==> src/design/thc_pkg.sv <==
package thc_pkg;

    localparam int ACCEL_W  = 16;
    localparam int SACC_W   = 8;
    localparam int SMAG_W   = 12;
    localparam int SECT_W   = 13;
    localparam int SHAKE_W  = 9;
    localparam int STILL_W  = 8;
    localparam int MOVE_W   = 2;
    localparam int COUNT_W  = 2;
    localparam int HEAD_W   = 9;
    localparam int ACC_W    = 2;
    localparam int CFG_IDX_W  = 2;
    localparam int CFG_DATA_W = 9;

    localparam logic [SHAKE_W-1:0] SHAKE_RESET  = SHAKE_W'(25);
    localparam logic [STILL_W-1:0] STILL_RESET  = STILL_W'(14);
    localparam logic [MOVE_W-1:0]  MOVING_RESET = MOVE_W'(1);
    localparam logic [COUNT_W-1:0] COUNT_MAX    = '1;

    // window for the face pointing down: 14..18 after scaling
    localparam logic signed [SACC_W-1:0] DOWN_MIN = SACC_W'(14);
    localparam logic signed [SACC_W-1:0] DOWN_MAX = SACC_W'(18);

    localparam logic [HEAD_W-1:0] DEG_0   = HEAD_W'(0);
    localparam logic [HEAD_W-1:0] DEG_45  = HEAD_W'(45);
    localparam logic [HEAD_W-1:0] DEG_90  = HEAD_W'(90);
    localparam logic [HEAD_W-1:0] DEG_135 = HEAD_W'(135);
    localparam logic [HEAD_W-1:0] DEG_180 = HEAD_W'(180);
    localparam logic [HEAD_W-1:0] DEG_225 = HEAD_W'(225);
    localparam logic [HEAD_W-1:0] DEG_270 = HEAD_W'(270);
    localparam logic [HEAD_W-1:0] DEG_315 = HEAD_W'(315);

    localparam logic signed [SECT_W-1:0] PX_T0 = SECT_W'(7);
    localparam logic signed [SECT_W-1:0] PX_T1 = SECT_W'(4);
    localparam logic signed [SECT_W-1:0] PX_T2 = -SECT_W'(1);
    localparam logic signed [SECT_W-1:0] PX_T3 = -SECT_W'(5);
    localparam logic signed [SECT_W-1:0] NX_T0 = SECT_W'(5);
    localparam logic signed [SECT_W-1:0] NX_T1 = SECT_W'(2);
    localparam logic signed [SECT_W-1:0] NX_T2 = -SECT_W'(4);
    localparam logic signed [SECT_W-1:0] NX_T3 = -SECT_W'(7);
    localparam logic signed [SECT_W-1:0] PY_T0 = SECT_W'(3);
    localparam logic signed [SECT_W-1:0] PY_T1 = SECT_W'(0);
    localparam logic signed [SECT_W-1:0] PY_T2 = -SECT_W'(7);
    localparam logic signed [SECT_W-1:0] PY_T3 = -SECT_W'(11);

    typedef enum logic [CFG_IDX_W-1:0] {
        CFG_SHAKE_LIMIT = 2'd0,
        CFG_STILL_LIMIT = 2'd1,
        CFG_MOVING_MIN  = 2'd2
    } t_cfg_idx;

    typedef enum logic [1:0] {
        FACE_NONE = 2'd0,
        FACE_PX   = 2'd1,
        FACE_NX   = 2'd2,
        FACE_PY   = 2'd3
    } t_face;

    typedef struct packed {
        logic signed [ACCEL_W-1:0] accel_x;
        logic signed [ACCEL_W-1:0] accel_y;
        logic signed [ACCEL_W-1:0] accel_z;
        logic signed [ACCEL_W-1:0] mag_x;
        logic signed [ACCEL_W-1:0] mag_y;
        logic signed [ACCEL_W-1:0] mag_z;
    } t_in;

    typedef struct packed {
        logic [HEAD_W-1:0] heading_deg;
        logic [ACC_W-1:0]  accuracy;
        logic              is_moving;
    } t_out;

    typedef struct packed {
        logic [SHAKE_W-1:0] shake_limit;
        logic [STILL_W-1:0] still_limit;
        logic [MOVE_W-1:0]  moving_min_rejects;
    } t_cfg;

    typedef struct packed {
        logic reject;
        t_out result;
    } t_cls;

    // truncating divide by 256
    function automatic logic signed [SACC_W-1:0] f_scale_accel(
        input logic signed [ACCEL_W-1:0] x);
        logic signed [ACCEL_W:0] t;
        t = {x[ACCEL_W-1], x} + (x[ACCEL_W-1] ? (ACCEL_W+1)'(255) : '0);
        return t[ACCEL_W-1:8];
    endfunction

    // truncating divide by 16
    function automatic logic signed [SMAG_W-1:0] f_scale_mag(
        input logic signed [ACCEL_W-1:0] x);
        logic signed [ACCEL_W:0] t;
        t = {x[ACCEL_W-1], x} + (x[ACCEL_W-1] ? (ACCEL_W+1)'(15) : '0);
        return t[ACCEL_W-1:4];
    endfunction

    function automatic logic [SACC_W-1:0] f_abs(input logic signed [SACC_W-1:0] x);
        return x[SACC_W-1] ? (~x + SACC_W'(1)) : x;
    endfunction

    function automatic logic [HEAD_W-1:0] f_sector(
        input logic signed [SECT_W-1:0] m,
        input logic signed [SECT_W-1:0] t0,
        input logic signed [SECT_W-1:0] t1,
        input logic signed [SECT_W-1:0] t2,
        input logic signed [SECT_W-1:0] t3,
        input logic                     zpos);
        logic [HEAD_W-1:0] d;
        if (m > t0) begin
            d = DEG_270;
        end else if (m > t1) begin
            d = zpos ? DEG_225 : DEG_315;
        end else if (m > t2) begin
            d = zpos ? DEG_180 : DEG_0;
        end else if (m > t3) begin
            d = zpos ? DEG_135 : DEG_45;
        end else begin
            d = DEG_90;
        end
        return d;
    endfunction

endpackage

==> src/design/thc_classify.sv <==
module thc_classify (
    input  thc_pkg::t_in                     i_sample,
    input  thc_pkg::t_cfg                    i_cfg,
    input  logic [thc_pkg::COUNT_W-1:0]      i_reject_count,
    output thc_pkg::t_cls                    o_cls
);
    import thc_pkg::*;

    logic signed [SACC_W-1:0] ax, ay, az;
    logic signed [SMAG_W-1:0] mx, my, mz;
    logic [SACC_W-1:0]        abs_x, abs_y, abs_z;
    logic [SHAKE_W-1:0]       abs_sum;
    logic signed [SACC_W-1:0] down_mag;
    logic signed [SECT_W-1:0] m_my, m_mx;
    t_face                    face;
    logic                     shaking, still, zpos;
    logic [ACC_W-1:0]         acc;
    logic [HEAD_W-1:0]        dir;

    always_comb begin
        ax = f_scale_accel(i_sample.accel_x);
        ay = f_scale_accel(i_sample.accel_y);
        az = f_scale_accel(i_sample.accel_z);
        mx = f_scale_mag(i_sample.mag_x);
        my = f_scale_mag(i_sample.mag_y);
        mz = f_scale_mag(i_sample.mag_z);

        abs_x   = f_abs(ax);
        abs_y   = f_abs(ay);
        abs_z   = f_abs(az);
        abs_sum = SHAKE_W'(abs_x) + SHAKE_W'(abs_y) + SHAKE_W'(abs_z);

        shaking = abs_sum > i_cfg.shake_limit;
        still   = (abs_x < i_cfg.still_limit) && (abs_y < i_cfg.still_limit)
               && (abs_z < i_cfg.still_limit);

        if (ax >= DOWN_MIN && ax <= DOWN_MAX) begin
            face     = FACE_PX;
            down_mag = ax;
        end else if (ax <= -DOWN_MIN && ax >= -DOWN_MAX) begin
            face     = FACE_NX;
            down_mag = -ax;
        end else if (ay >= DOWN_MIN && ay <= DOWN_MAX) begin
            face     = FACE_PY;
            down_mag = ay;
        end else begin
            face     = FACE_NONE;
            down_mag = '0;
        end

        m_my = $signed({my[SMAG_W-1], my});
        m_mx = $signed({mx[SMAG_W-1], mx});
        zpos = (mz > 0);

        case (face)
            FACE_PX: dir = f_sector(-m_my, PX_T0, PX_T1, PX_T2, PX_T3, zpos);
            FACE_NX: dir = f_sector(m_my, NX_T0, NX_T1, NX_T2, NX_T3, zpos);
            FACE_PY: dir = f_sector(m_mx, PY_T0, PY_T1, PY_T2, PY_T3, zpos);
            default: dir = DEG_90;
        endcase

        case (down_mag)
            SACC_W'(16):              acc = ACC_W'(3);
            SACC_W'(15), SACC_W'(17): acc = ACC_W'(2);
            SACC_W'(14), SACC_W'(18): acc = ACC_W'(1);
            default:                  acc = '0;
        endcase

        o_cls.reject             = shaking || still || (face == FACE_NONE);
        o_cls.result.heading_deg = dir;
        o_cls.result.accuracy    = acc;
        o_cls.result.is_moving   = (MOVE_W'(i_reject_count) > i_cfg.moving_min_rejects);
    end

endmodule

==> src/design/tilt_heading_classifier_core.sv <==
// Channel  Direction  Handshake                     Payload
// sample   in         i_valid / o_ready             i_data  (t_in)
// result   out        o_valid / i_ready             o_data  (t_out)
// config   in         i_cfg_valid / o_cfg_ready     i_cfg_index, i_cfg_data
//
// One sample per cycle, unless a stalled result register blocks an accepted sample.
// The input register feeds one pass of compare logic into the result register.
// Rejected samples give no result and only bump the reject counter.
// Synchronous active-low reset clears valids and counter, loads config defaults.
// A stalled result holds its register; the input side keeps moving for rejects.
module tilt_heading_classifier_core (
    input  logic                               i_clk,
    input  logic                               i_rst_n,
    input  logic                               i_valid,
    output logic                               o_ready,
    input  thc_pkg::t_in                       i_data,
    output logic                               o_valid,
    input  logic                               i_ready,
    output thc_pkg::t_out                      o_data,
    input  logic                               i_cfg_valid,
    output logic                               o_cfg_ready,
    input  logic [thc_pkg::CFG_IDX_W-1:0]      i_cfg_index,
    input  logic [thc_pkg::CFG_DATA_W-1:0]     i_cfg_data
);
    import thc_pkg::*;

    logic               r_in_valid, n_in_valid;
    t_in                r_in;
    logic               r_out_valid, n_out_valid;
    t_out               r_out;
    logic [COUNT_W-1:0] r_reject_count, n_reject_count;
    t_cfg               r_cfg;
    t_cls               cls;
    logic               out_free, consume, in_ready;

    thc_classify u_classify (
        .i_sample       (r_in),
        .i_cfg          (r_cfg),
        .i_reject_count (r_reject_count),
        .o_cls          (cls)
    );

    always_comb begin
        out_free = !r_out_valid || i_ready;
        consume  = r_in_valid && (cls.reject || out_free);
        in_ready = !r_in_valid || consume;

        n_in_valid  = in_ready ? i_valid : r_in_valid;
        n_out_valid = out_free ? (r_in_valid && !cls.reject) : r_out_valid;

        n_reject_count = r_reject_count;
        if (consume) begin
            if (cls.reject) begin
                if (r_reject_count != COUNT_MAX) begin
                    n_reject_count = r_reject_count + COUNT_W'(1);
                end
            end else begin
                n_reject_count = '0;
            end
        end
    end

    always_ff @(posedge i_clk) begin
        if (!i_rst_n) begin
            r_in_valid     <= 1'b0;
            r_out_valid    <= 1'b0;
            r_reject_count <= '0;
        end else begin
            r_in_valid     <= n_in_valid;
            r_out_valid    <= n_out_valid;
            r_reject_count <= n_reject_count;
        end
    end

    always_ff @(posedge i_clk) begin
        if (i_valid && in_ready) begin
            r_in <= i_data;
        end
        if (r_in_valid && !cls.reject && out_free) begin
            r_out <= cls.result;
        end
    end

    always_ff @(posedge i_clk) begin
        if (!i_rst_n) begin
            r_cfg.shake_limit        <= SHAKE_RESET;
            r_cfg.still_limit        <= STILL_RESET;
            r_cfg.moving_min_rejects <= MOVING_RESET;
        end else if (i_cfg_valid) begin
            case (i_cfg_index)
                CFG_SHAKE_LIMIT: r_cfg.shake_limit <= i_cfg_data[SHAKE_W-1:0];
                CFG_STILL_LIMIT: r_cfg.still_limit <= i_cfg_data[STILL_W-1:0];
                CFG_MOVING_MIN:  r_cfg.moving_min_rejects <= i_cfg_data[MOVE_W-1:0];
                default: ;
            endcase
        end
    end

    assign o_ready     = in_ready;
    assign o_valid     = r_out_valid;
    assign o_data      = r_out;
    assign o_cfg_ready = 1'b1;

    a_count_clears: assert property (@(posedge i_clk) disable iff (!i_rst_n)
        (consume && !cls.reject) |=> (r_reject_count == '0))
        else $error("reject count not cleared after a result");

    a_count_monotonic: assert property (@(posedge i_clk) disable iff (!i_rst_n)
        r_in_valid |=> (r_reject_count >= $past(r_reject_count) || r_reject_count == '0))
        else $error("reject count went down without a result");

    a_reject_no_result: assert property (@(posedge i_clk) disable iff (!i_rst_n)
        (r_in_valid && cls.reject && i_ready) |=> !o_valid)
        else $error("rejected sample produced a result");

    a_result_graded: assert property (@(posedge i_clk) disable iff (!i_rst_n)
        o_valid |-> (o_data.accuracy != '0))
        else $error("result with zero accuracy");

endmodule

==> config.mk <==
export PLATFORM = sky130hd
export DESIGN_NAME = tilt_heading_classifier_core
export DESIGN_NICKNAME = d
export VERILOG_FILES = /design/src/design/thc_pkg.sv /design/src/design/thc_classify.sv /design/src/design/tilt_heading_classifier_core.sv
export SDC_FILE = /design/constraint.sdc
export NUM_CORES = 1
export LEC_CHECK = 0
export ABC_AREA = 1
export BUFFER_PORTS_ARGS = -buffer_cell sky130_fd_sc_hd__clkbuf_2
export CAP_MARGIN = 30
export CORE_MARGIN = 3
export CORE_UTILIZATION = 55
export CTS_CLUSTER_SIZE = 24
export DETAILED_ROUTE_END_ITERATION = 16
export PLACE_DENSITY = 0.8
export SLEW_MARGIN = 10
export SYNTH_ARGS = -nofsm -noshare
export SYNTH_HDL_FRONTEND = slang
export SYNTH_SLANG_ARGS = --single-unit
==> constraint.sdc <==
create_clock -name i_clk -period 16.7 [get_ports i_clk]
set_input_delay 0.835 -clock i_clk [delete_from_list [all_inputs] [get_ports i_clk]]
set_output_delay 0.835 -clock i_clk [all_outputs]
set_load 0.005 [all_outputs]
==> results of run 1 <==
[placed cells by master (no fill, tap or decap), types with 4 or more instances in the layout]
cell type,n
nand4_1,26
a21oi_1,56
ha_1,78
nand2_4,6
clkbuf_2,125
nand3_2,10
clkinv_1,7
edfxtp_1,108
a21o_1,6
o21ai_0,43
nand3b_1,9
xor2_1,19
o21ai_1,5
nand3_1,132
nor2_4,4
inv_2,13
dfxtp_1,23
inv_1,188
o21bai_1,8
nor2_1,134
o211ai_1,6
nor2_2,15
clkbuf_16,17
nor3_1,17
nand2_1,391
fa_1,9
nand2_2,35
and3_1,4
xnor2_1,8
[critical path, delay by kind of cell, from the launching register on]
kind            cells  cell delay [ns]
compound gates      7             0.99
xor+xnor            3             0.53
fa+ha+maj           4             1.51
buf+inv             4             0.48
flops               1             0.54
simple gates       16             1.79
[kinds of logic (layout without fill, tap and decap cells)]
family | count (synthesis) | after routing
AND/OR/NAND/NOR | 796 | 796
buffers and inverters | 208 | 363
AO/OA/AOI/OAI | 133 | 133
flip-flops | 131 | 131
adder cells (fa/ha/maj) | 87 | 87
XOR/XNOR | 27 | 27
other | 1 | 1
[report_power, final]
group	switching (W)	leakage, nW	internal [W]
Sequential	0.0000119	1.22	0.000374
Clock	0.000136	0.270	0.000231
Combinational	0.000176	4.31	0.000114
[metal layers]
layer  wire length (µm)  share of wire (%)  vias up
met5                  0                  0        -
met4                665                2.9        0
met3               1130                4.9       58
met2              11200                 48      243
met1              10200                 44     4253
li1                   -                  -     4837
[synth_stat cells (4+ instances only)]
| cell type | instances |
|---|---|
| nor2_4 | 4 |
| nor2_2 | 15 |
| xor2_1 | 19 |
| and3_1 | 4 |
| inv_2 | 13 |
| nor2_1 | 134 |
| o21bai_1 | 8 |
| nand4_1 | 26 |
| nand3_2 | 10 |
| dfxtp_1 | 23 |
| nor3_1 | 17 |
| o211ai_1 | 6 |
| xnor2_1 | 8 |
| edfxtp_1 | 108 |
| a21oi_1 | 56 |
| nand2_2 | 35 |
| nand3_1 | 132 |
| a21o_1 | 6 |
| nand3b_1 | 9 |
| ha_1 | 78 |
| inv_1 | 188 |
| o21ai_1 | 5 |
| nand2_1 | 391 |
| fa_1 | 9 |
| o21ai_0 | 43 |
| nand2_4 | 6 |
[per-stage QoR]
step,cells,hold slack [ns],cell area [µm²],util [%],setup WS (ns)
floorplan,1383,0.433,10200,-,6.62
global placement,1734,0.449,11100,61.6,9.71
detailed placement,1734,0.465,11100,61.6,9.37
CTS,1766,0.474,11700,64.8,9.35
global route,1767,0.500,11700,64.9,8.97
finish,1767,0.473,11700,64.9,9.57
[flip-flops by register name, indices dropped and copies added, names as in the netlist]
signal          flops
o_data             12
o_valid             1
r_cfg              19
r_in               96
r_in_valid          1
r_reject_count      2
[worst paths after layout]
| path | start | endpoint | slack [ns] | depth (start not counted) |
|---|---|---|---|---|
| worst max-delay path | r_in[63]$_DFFE_PP_ | o_ready | 9.57 | 34 |
| worst min-delay path | r_cfg[1]$_SDFFE_PN0P_ | r_cfg[1]$_SDFFE_PN0P_ | 0.47 | 2 |
| worst max register to register | r_in[63]$_DFFE_PP_ | r_in[92]$_DFFE_PP_ | 9.60 | 35 |
| worst min register to register | r_cfg[1]$_SDFFE_PN0P_ | r_cfg[1]$_SDFFE_PN0P_ | 0.47 | 2 |
[layout make-up]
type | instances | area [µm²]
clock inverter | 13 | 141
sequential | 131 | 3700
tap | 229 | 287
fill | 1554 | 6340
timing repair buffer | 127 | 661
multi-input combinational | 1044 | 5750
clock buffer | 19 | 433
inverter | 204 | 767
==> flow_summary.toml, run 1 <==
[global_routing]
overflow = 0
grt_antenna_before_repair = 0
grt_use_met3_pct = 3.86
first_global_vias = 8914
busiest_layer = "met2"
met2_usage_pct = 40.5
grt_pass1_wl_um = 39200
grt_max_degree = 78
grt_use_met1_pct = 30.1
grtUsageTotal_pct = 23.6

[setup_path]
worstSetupPathType = "flip-flop to primary output"
critPathCaptureType = "primary output"
critPathLaunchType = "flip-flop"
cp_slowest_stage_delay_ns = 0.54
crit_top_cell = "nand2_1"
crit_fanout = 9
required_ns = 15.87
critPathArrivalTime_ns = 6.30
critPathSlowestCell = "edfxtp_1"

[final_layout]
drive_gt1_share_pct = 15.8
fin_nets = 1724
area_growth_pct = 14.8
antenna_cells = 0

[logic_synthesis]
synth_top_family_by_area = "simple AND/OR/NAND/NOR gates"
synth-edff-count = 108
netlist_area_um2 = 10200
ys_ff_latch = 131
muxShareOfSynthArea_pct = 0
yosysTopAreaCell = "edfxtp_1"
ys_seq_area_share_pct = 36.2
synthArstFlopShare_pct = 0
ys.flop_type = "edfxtp_1"
synthTopCellsByArea = "edfxtp_1 (32%), nand2_1 (14%), ha_1 (9.5%)"
synth_compound_area_share_pct = 7.27
ys_warn_count = 0
synth_xor_area_share_pct = 2.31
syn_nets = 1582
yosys.area_share.simple_pct = 35.2
yosys.cell_types.count = 46
synth_top_area_share_pct = 31.7
synthAdderAreaFrac_pct = 11.3
syn_avg_cell_area_um2 = 7.40
synthCells = 1383

[route]
wl_per_cell_um = 13.1
drtPass1Iterations = 8
drc = 0
via_count = 9391
ant_nets = 0
drt-total-wl_um = 23200
vias_per_cell = 5.31
drtIter0Drc = 621

[cts]
cts_buffers = 17
ctsHoldBuffers = 0
root_buffer = "clkbuf_16"
post_cts_buffers = 0
cts_resized = 0
clk_pin_slew_ns = 0.06
clk_latency_ns = 0.43
cts.path.max_buffers = 2
cts.htree.levels = 4
cts_tree = "built"
cts.sinks = 131

[floorplan]
start_util_pct = 56.6
die_height_um = 142
core-area_um2 = 18100
fp.dieW_um = 142
die-area_um2 = 20300
core.rowCount = 49
ios = 127

[worst_hold_path]
hold_class = "flip-flop to flip-flop"

[power_and_ir_drop]
p_leak_nw = 5.80
powerDensity_nw_per_um2 = 88.8
irDropWorstVdd_mv = 0.0725
power_w = 0.00104

[timing]
relSlewSlack_pct = 43.3
skew_ns = 0.00958
setup_viol = 0
period_minus_slack_ns = 7.13
drv_slew = 0
worst_slew_pin_slew_ns = 0.845
finalHoldViolations = 0
fmax_mhz = 140
fin_tns_setup_ns = 0
rsz0062_at_grt = "no"
fin_crit_sh_pct = 42.7

[place]
dp_hpwl_um = 18400
place.gp.congestion = 0.931
io_buffer_count = 125

[job]
drv_cap = 0

[outcome]
outcome = "finished, final reports clean"
Note: power is estimated with default switching activity, not from simulation.
==> run 2, diff against run 1 <==
- ABC_AREA: 1 -> 0
- PLACE_DENSITY: 0.8 -> 0.81
- clock period: 16.7 -> 6.8 ns (I/O delays scaled with it)
==> run 2 against run 1 <==
Against the previous run:
- combinational power is 140% higher
- setup slack worse by 9.3 ns
- first-iteration DRC count is 11% lower
==> flow_summary.toml, run 2 <==
[floorplan]
die_height_um = 134
core.rowCount = 46
die-area_um2 = 17900
start_util_pct = 56.5
ios = 127
core-area_um2 = 15900
fp.dieW_um = 134

[cts]
cts.htree.levels = 4
ctsHoldBuffers = 0
cts.path.max_buffers = 2
cts_tree = "built"
cts_buffers = 17
root_buffer = "clkbuf_16"
clk_pin_slew_ns = 0.06
clk_latency_ns = 0.43
cts.sinks = 131

[logic_synthesis]
netlist_area_um2 = 9000
ys.flop_type = "edfxtp_1"
syn_nets = 1125
synth-edff-count = 108
yosys.cell_types.count = 75
ys_ff_latch = 131
syn_avg_cell_area_um2 = 9.72
yosysMostFrequentCell = "edfxtp_1"
synthArstFlopShare_pct = 0
ys_warn_count = 0
synthTopCellsByArea = "edfxtp_1 (36%), ha_1 (11%), dfxtp_1 (5.1%)"
synth_top_area_share_pct = 36.0
ys_seq_area_share_pct = 41.2
yosysTopAreaCell = "edfxtp_1"
synthCells = 926
synth_commonest_cells = "edfxtp_1 (108), ha_1 (78), nand2_1 (67)"

[final_layout]
final_common_cell = "clkbuf_2"
antenna_cells = 0
largest_register_ffs = 96
fin_util_pct = 67.4
num-fill-cells = 1254
most-common-layout-cells = "clkbuf_2 (125), edfxtp_1 (108), ha_1 (75)"
largest_register = "r_in"
fin_nets = 1256
drive_gt1_share_pct = 21.4
register_area_um2 = 3700
multi_input_area_um2 = 5110
area_growth_pct = 19.5
fin_area_um2 = 10800

[global_routing]
grt_max_degree = 65
grt_antenna_before_repair = 0
grt_pass1_wl_um = 33600
first_global_vias = 7163
grtUsageTotal_pct = 23.2
overflow = 0

[route]
wl_per_cell_um = 16.2
drt-total-wl_um = 20900
vias_per_cell = 5.92
drc = 0
drtIter0Drc = 553
drtPass1Iterations = 5
via_count = 7609
ant_nets = 0

[job]
drv_cap = 0

[setup_path]
worstSetupPathType = "flip-flop to primary output"
critPathSlowestCell = "fa_1"
crit_fanout = 10
critPathLaunchType = "flip-flop"
required_ns = 6.46
cp_slowest_stage_delay_ns = 0.46
reg2reg_slack_ns = 0.51
critPathCaptureType = "primary output"
critPathArrivalTime_ns = 6.17

[timing]
worst_slew_pin_slew_ns = 0.910
drv_slew = 0
fin_crit_sh_pct = 95.8
skew_ns = 0.00955
period_minus_slack_ns = 6.51
finalHoldViolations = 0
relSlewSlack_pct = 39.4
setup_viol = 0
fmax_mhz = 154

[outcome]
outcome = "finished, final reports clean"

[place]
dpl-instance-area_um2 = 9910
place.gp.congestion = 0.877
io_buffer_count = 125
dp_hpwl_um = 15300

[power_and_ir_drop]
irDropWorstVdd_mv = 0.185
powerDensity_nw_per_um2 = 244
p_leak_nw = 4.39
power_w = 0.00262

[worst_hold_path]
hold_class = "input pin to flip-flop"
-- run 2: cell types whose count changed after synthesis, moves of 18 or more --
cell | before | now
inv_1 | 188 | 57
clkbuf_1 | 2 | 29
nand2_1 | 391 | 67
nand2_2 | 35 | 0
nor2b_1 | 0 | 18
nand3_1 | 132 | 32
nor2_1 | 134 | 66
xnor2_1 | 8 | 26
-- run 2: logic make-up after synthesis --
group           share of synthesized area [%]
xor+xnor                                 3.80
flops                                    41.2
mux                                      1.33
fa+ha+maj                                12.8
compound gates                           19.3
simple gates                             17.4
buf+inv                                  4.13
other cells                            0.0417
-- run 2: cell type report --
| type | count | area share (%) |
|---|---|---|
| inverter | 57 | 1.99 |
| clock buffer | 18 | 4.08 |
| timing repair buffer | 150 | 7.68 |
| tap | 216 | 2.51 |
| clock inverter | 14 | 1.76 |
| sequential | 131 | 34.4 |
| multi-input combinational | 700 | 47.5 |
-- run 2: through the flow --
step	setup TNS, ns	setup WS (ns)	hold WS, ns	instances
after detailed placement	0	0.362	0.490	1235
after CTS	0	0.0197	0.0642	1269
after floorplan	-20.81	-0.217	0.439	926
final	0	0.288	0.0845	1286
after global placement	0	0.573	0.471	1235
after global routing	-0.0383	-0.0383	0.0706	1286
-- run 2: critical path: cells and delay by family (launching register included) --
kind / cells / cell delay, ns
xor gates and xnor gates: 3 / 0.48
and+or+nand+nor: 5 / 0.62
buffers and inverters: 5 / 0.59
adders and majority gates: 5 / 1.62
AOI/OAI and AO/OA: 10 / 2.03
DFF: 1 / 0.41
-- run 2: worst paths after layout --
check / depth (start not counted) / startpoint / to
max: 28 / r_in[95]$_DFFE_PP_ / o_ready
min: 1 / i_data[1] / r_in[1]$_DFFE_PP_
max reg2reg: 29 / r_in[95]$_DFFE_PP_ / r_in[5]$_DFFE_PP_
min reg2reg: 2 / r_cfg[14]$_SDFFE_PN1P_ / r_cfg[14]$_SDFFE_PN1P_
-- run 2: per-layer routing --
layer | share of wire [%] | wire [µm] | track usage [%]
met3 | 6.1 | 1270 | 4.09
met2 | 51 | 10600 | 40.1
met1 | 41 | 8630 | 29.5
met4 | 1.8 | 366 | 7.94
met5 | 0 | 0 | 0
-- run 2: repair_timing --
action | CTS | global route
endpoints found under the hold margin | 0 | 0
setup endpoints to repair | 1 | 109
resized for setup | 0 | 17
pin swaps | 0 | 6
setup buffers | 2 | 16
-- run 2: where the power goes --
part	total, W	switching [W]	internal (W)
clock network	0.000963	0.000366	0.000597
registers	0.000952	0.0000393	0.000913
logic	0.000706	0.000391	0.000314
total	0.00262	0.000797	0.00182
==> run 3, diff against run 2 <==
- BUFFER_PORTS_ARGS: -buffer_cell sky130_fd_sc_hd__clkbuf_2 -> -buffer_cell sky130_fd_sc_hd__buf_2
- GPL_ROUTABILITY_DRIVEN: unset -> 0
==> run 3 against run 2 <==
Against the previous run:
- first-iteration DRC count rose by 2.2%
- clock skew increased by 0.0018 ns
- highest routed layer unchanged
- global-route usage is 0.81 points lower
- register-to-register slack better by 0.13 ns
- critical path type unchanged
- power fell by 2.2%
==> flow_summary.toml, run 3 (synthesized netlist as in run 2, its figures left out) <==
[outcome]
outcome = "finished, final reports clean"

[final_layout]
largest_register = "r_in"
area_growth_pct = 19.1
fin_util_pct = 67.2
largest_register_ffs = 96
drive_gt1_share_pct = 21.3
num-fill-cells = 1227
antenna_cells = 0
fin_nets = 1254
most-common-layout-cells = "buf_2 (125), edfxtp_1 (108), ha_1 (73)"
final_common_cell = "buf_2"

[timing]
setup_viol = 0
finalHoldViolations = 0
period_minus_slack_ns = 6.38
fmax_mhz = 157
fin_crit_sh_pct = 93.8
fin_tns_setup_ns = 0
drv_slew = 0
worst_slew_pin_slew_ns = 0.952
hold_slack_ns = 0.0866
rsz0062_at_grt = "no"
relSlewSlack_pct = 36.0
skew_ns = 0.0114

[global_routing]
grt_max_degree = 65
grtUsageTotal_pct = 22.4
first_global_vias = 7026
grt_antenna_before_repair = 0
overflow = 0
grt_pass1_wl_um = 32600

[cts]
cts.path.max_buffers = 2
root_buffer = "clkbuf_16"
cts.htree.levels = 4
clk_pin_slew_ns = 0.06
cts_buffers = 17
ctsHoldBuffers = 0
cts_tree = "built"
clk_latency_ns = 0.42
cts.sinks = 131

[setup_path]
crit_top_cell = "ha_1"
critPathSlowestCell = "edfxtp_1"
path_delay_family = "compound AO/OA/AOI/OAI gates"
crit_fanout = 9
cp_slowest_stage_delay_ns = 0.52
critPathLaunchType = "flip-flop"
critPathArrivalTime_ns = 6.04
critPathCaptureType = "primary output"
crit_buf_inv = 3
worstPathCellList = "ha_1 -> nor4_1 -> o21ai_0 -> a221oi_1 -> nand2b_1 -> or4_1 -> a21oi_1 -> xnor2_1 -> fa_1 -> ha_1 -> inv_1 -> o21bai_1 -> a21oi_2 -> o21bai_1 -> a21oi_1 -> xnor2_1 -> ha_1 -> nand2_1 -> nor3_2 -> inv_1 -> a31oi_1 -> o221a_2 -> nand3_1 -> buf_2"
worstSetupPathType = "flip-flop to primary output"
required_ns = 6.46

[worst_hold_path]
hold_class = "input pin to flip-flop"

[job]
drv_cap = 0

[route]
drt-total-wl_um = 20500
drtPass1Iterations = 5
vias_per_cell = 5.88
via_count = 7552
ant_nets = 0
wl_per_cell_um = 15.9
drtIter0Drc = 565
drc = 0

[floorplan]
ios = 127
core-area_um2 = 15900
start_util_pct = 56.5
die-area_um2 = 17900
core.rowCount = 46
die_height_um = 134
fp.dieW_um = 134

[power_and_ir_drop]
power_w = 0.00256
irDropWorstVdd_mv = 0.184
powerDensity_nw_per_um2 = 239
p_leak_nw = 4.35

[place]
dp_hpwl_um = 15100
io_buffer_count = 125
## run 3: changes by cell type in the layout (fill, tap and decap cells not counted), sizes merged
cell,previous run,this run
buf,25,148
bufinv,3,2
clkbuf,143,17
inv,64,66
## run 3: layout make-up
class / instances / area, µm² / share of cell area [%]
repair buffers: 148 / 811 / 7.56
well taps: 216 / 270 / 2.52
flip-flops and latches: 131 / 3700 / 34.6
inverters: 57 / 214 / 2.00
clock buffers: 17 / 425 / 3.97
clock inverters: 15 / 166 / 1.55
multi-input cells: 700 / 5130 / 47.8
## run 3: layer usage
layer  vias up  part of all wire, %  GRT usage (%)
met2       241                   50           38.6
met1      3534                   43           27.6
met3        28                  5.8           5.33
met5         -                    0              0
met4         0                  2.1           7.71
li1       3749                    -              -
## run 3: path summary, 6_finish.rpt
path | startpoint | endpoint | slack (ns) | cells past startpoint
setup / recovery | r_in[63]$_DFFE_PP_ | o_ready | 0.42 | 24
hold / removal | i_data[1] | r_in[1]$_DFFE_PP_ | 0.09 | 1
setup reg to reg | r_in[63]$_DFFE_PP_ | r_in[26]$_DFFE_PP_ | 0.64 | 25
hold reg to reg | r_cfg[10]$_SDFFE_PN1P_ | r_cfg[10]$_SDFFE_PN1P_ | 0.49 | 2
## run 3: metrics by stage
step / worst slack, ns / cells / cell area [µm²]
after global routing: 0.0204 / 1284 / 10700
after floorplan: -0.217 / 926 / 9120
final: 0.425 / 1284 / 10700
after CTS: 0.0823 / 1271 / 10500
after detailed placement: 0.425 / 1236 / 9920
after global placement: 0.566 / 1236 / 9920
## run 3: timing repair
action | 4_1_cts | 5_1_grt
resized for setup | 0 | 18
cloned | 0 | 0
pin swaps | 0 | 6
setup buffers | 3 | 12
setup endpoints to repair | 1 | 45
## run 3: report_power, final
part	internal, W	leakage, nW	switching, W	total (W)
sequential	0.000913	1.25	0.0000377	0.000951
combinational	0.000313	2.81	0.000385	0.000698
clock	0.000549	0.288	0.000367	0.000916
total	0.00178	4.35	0.000789	0.00256
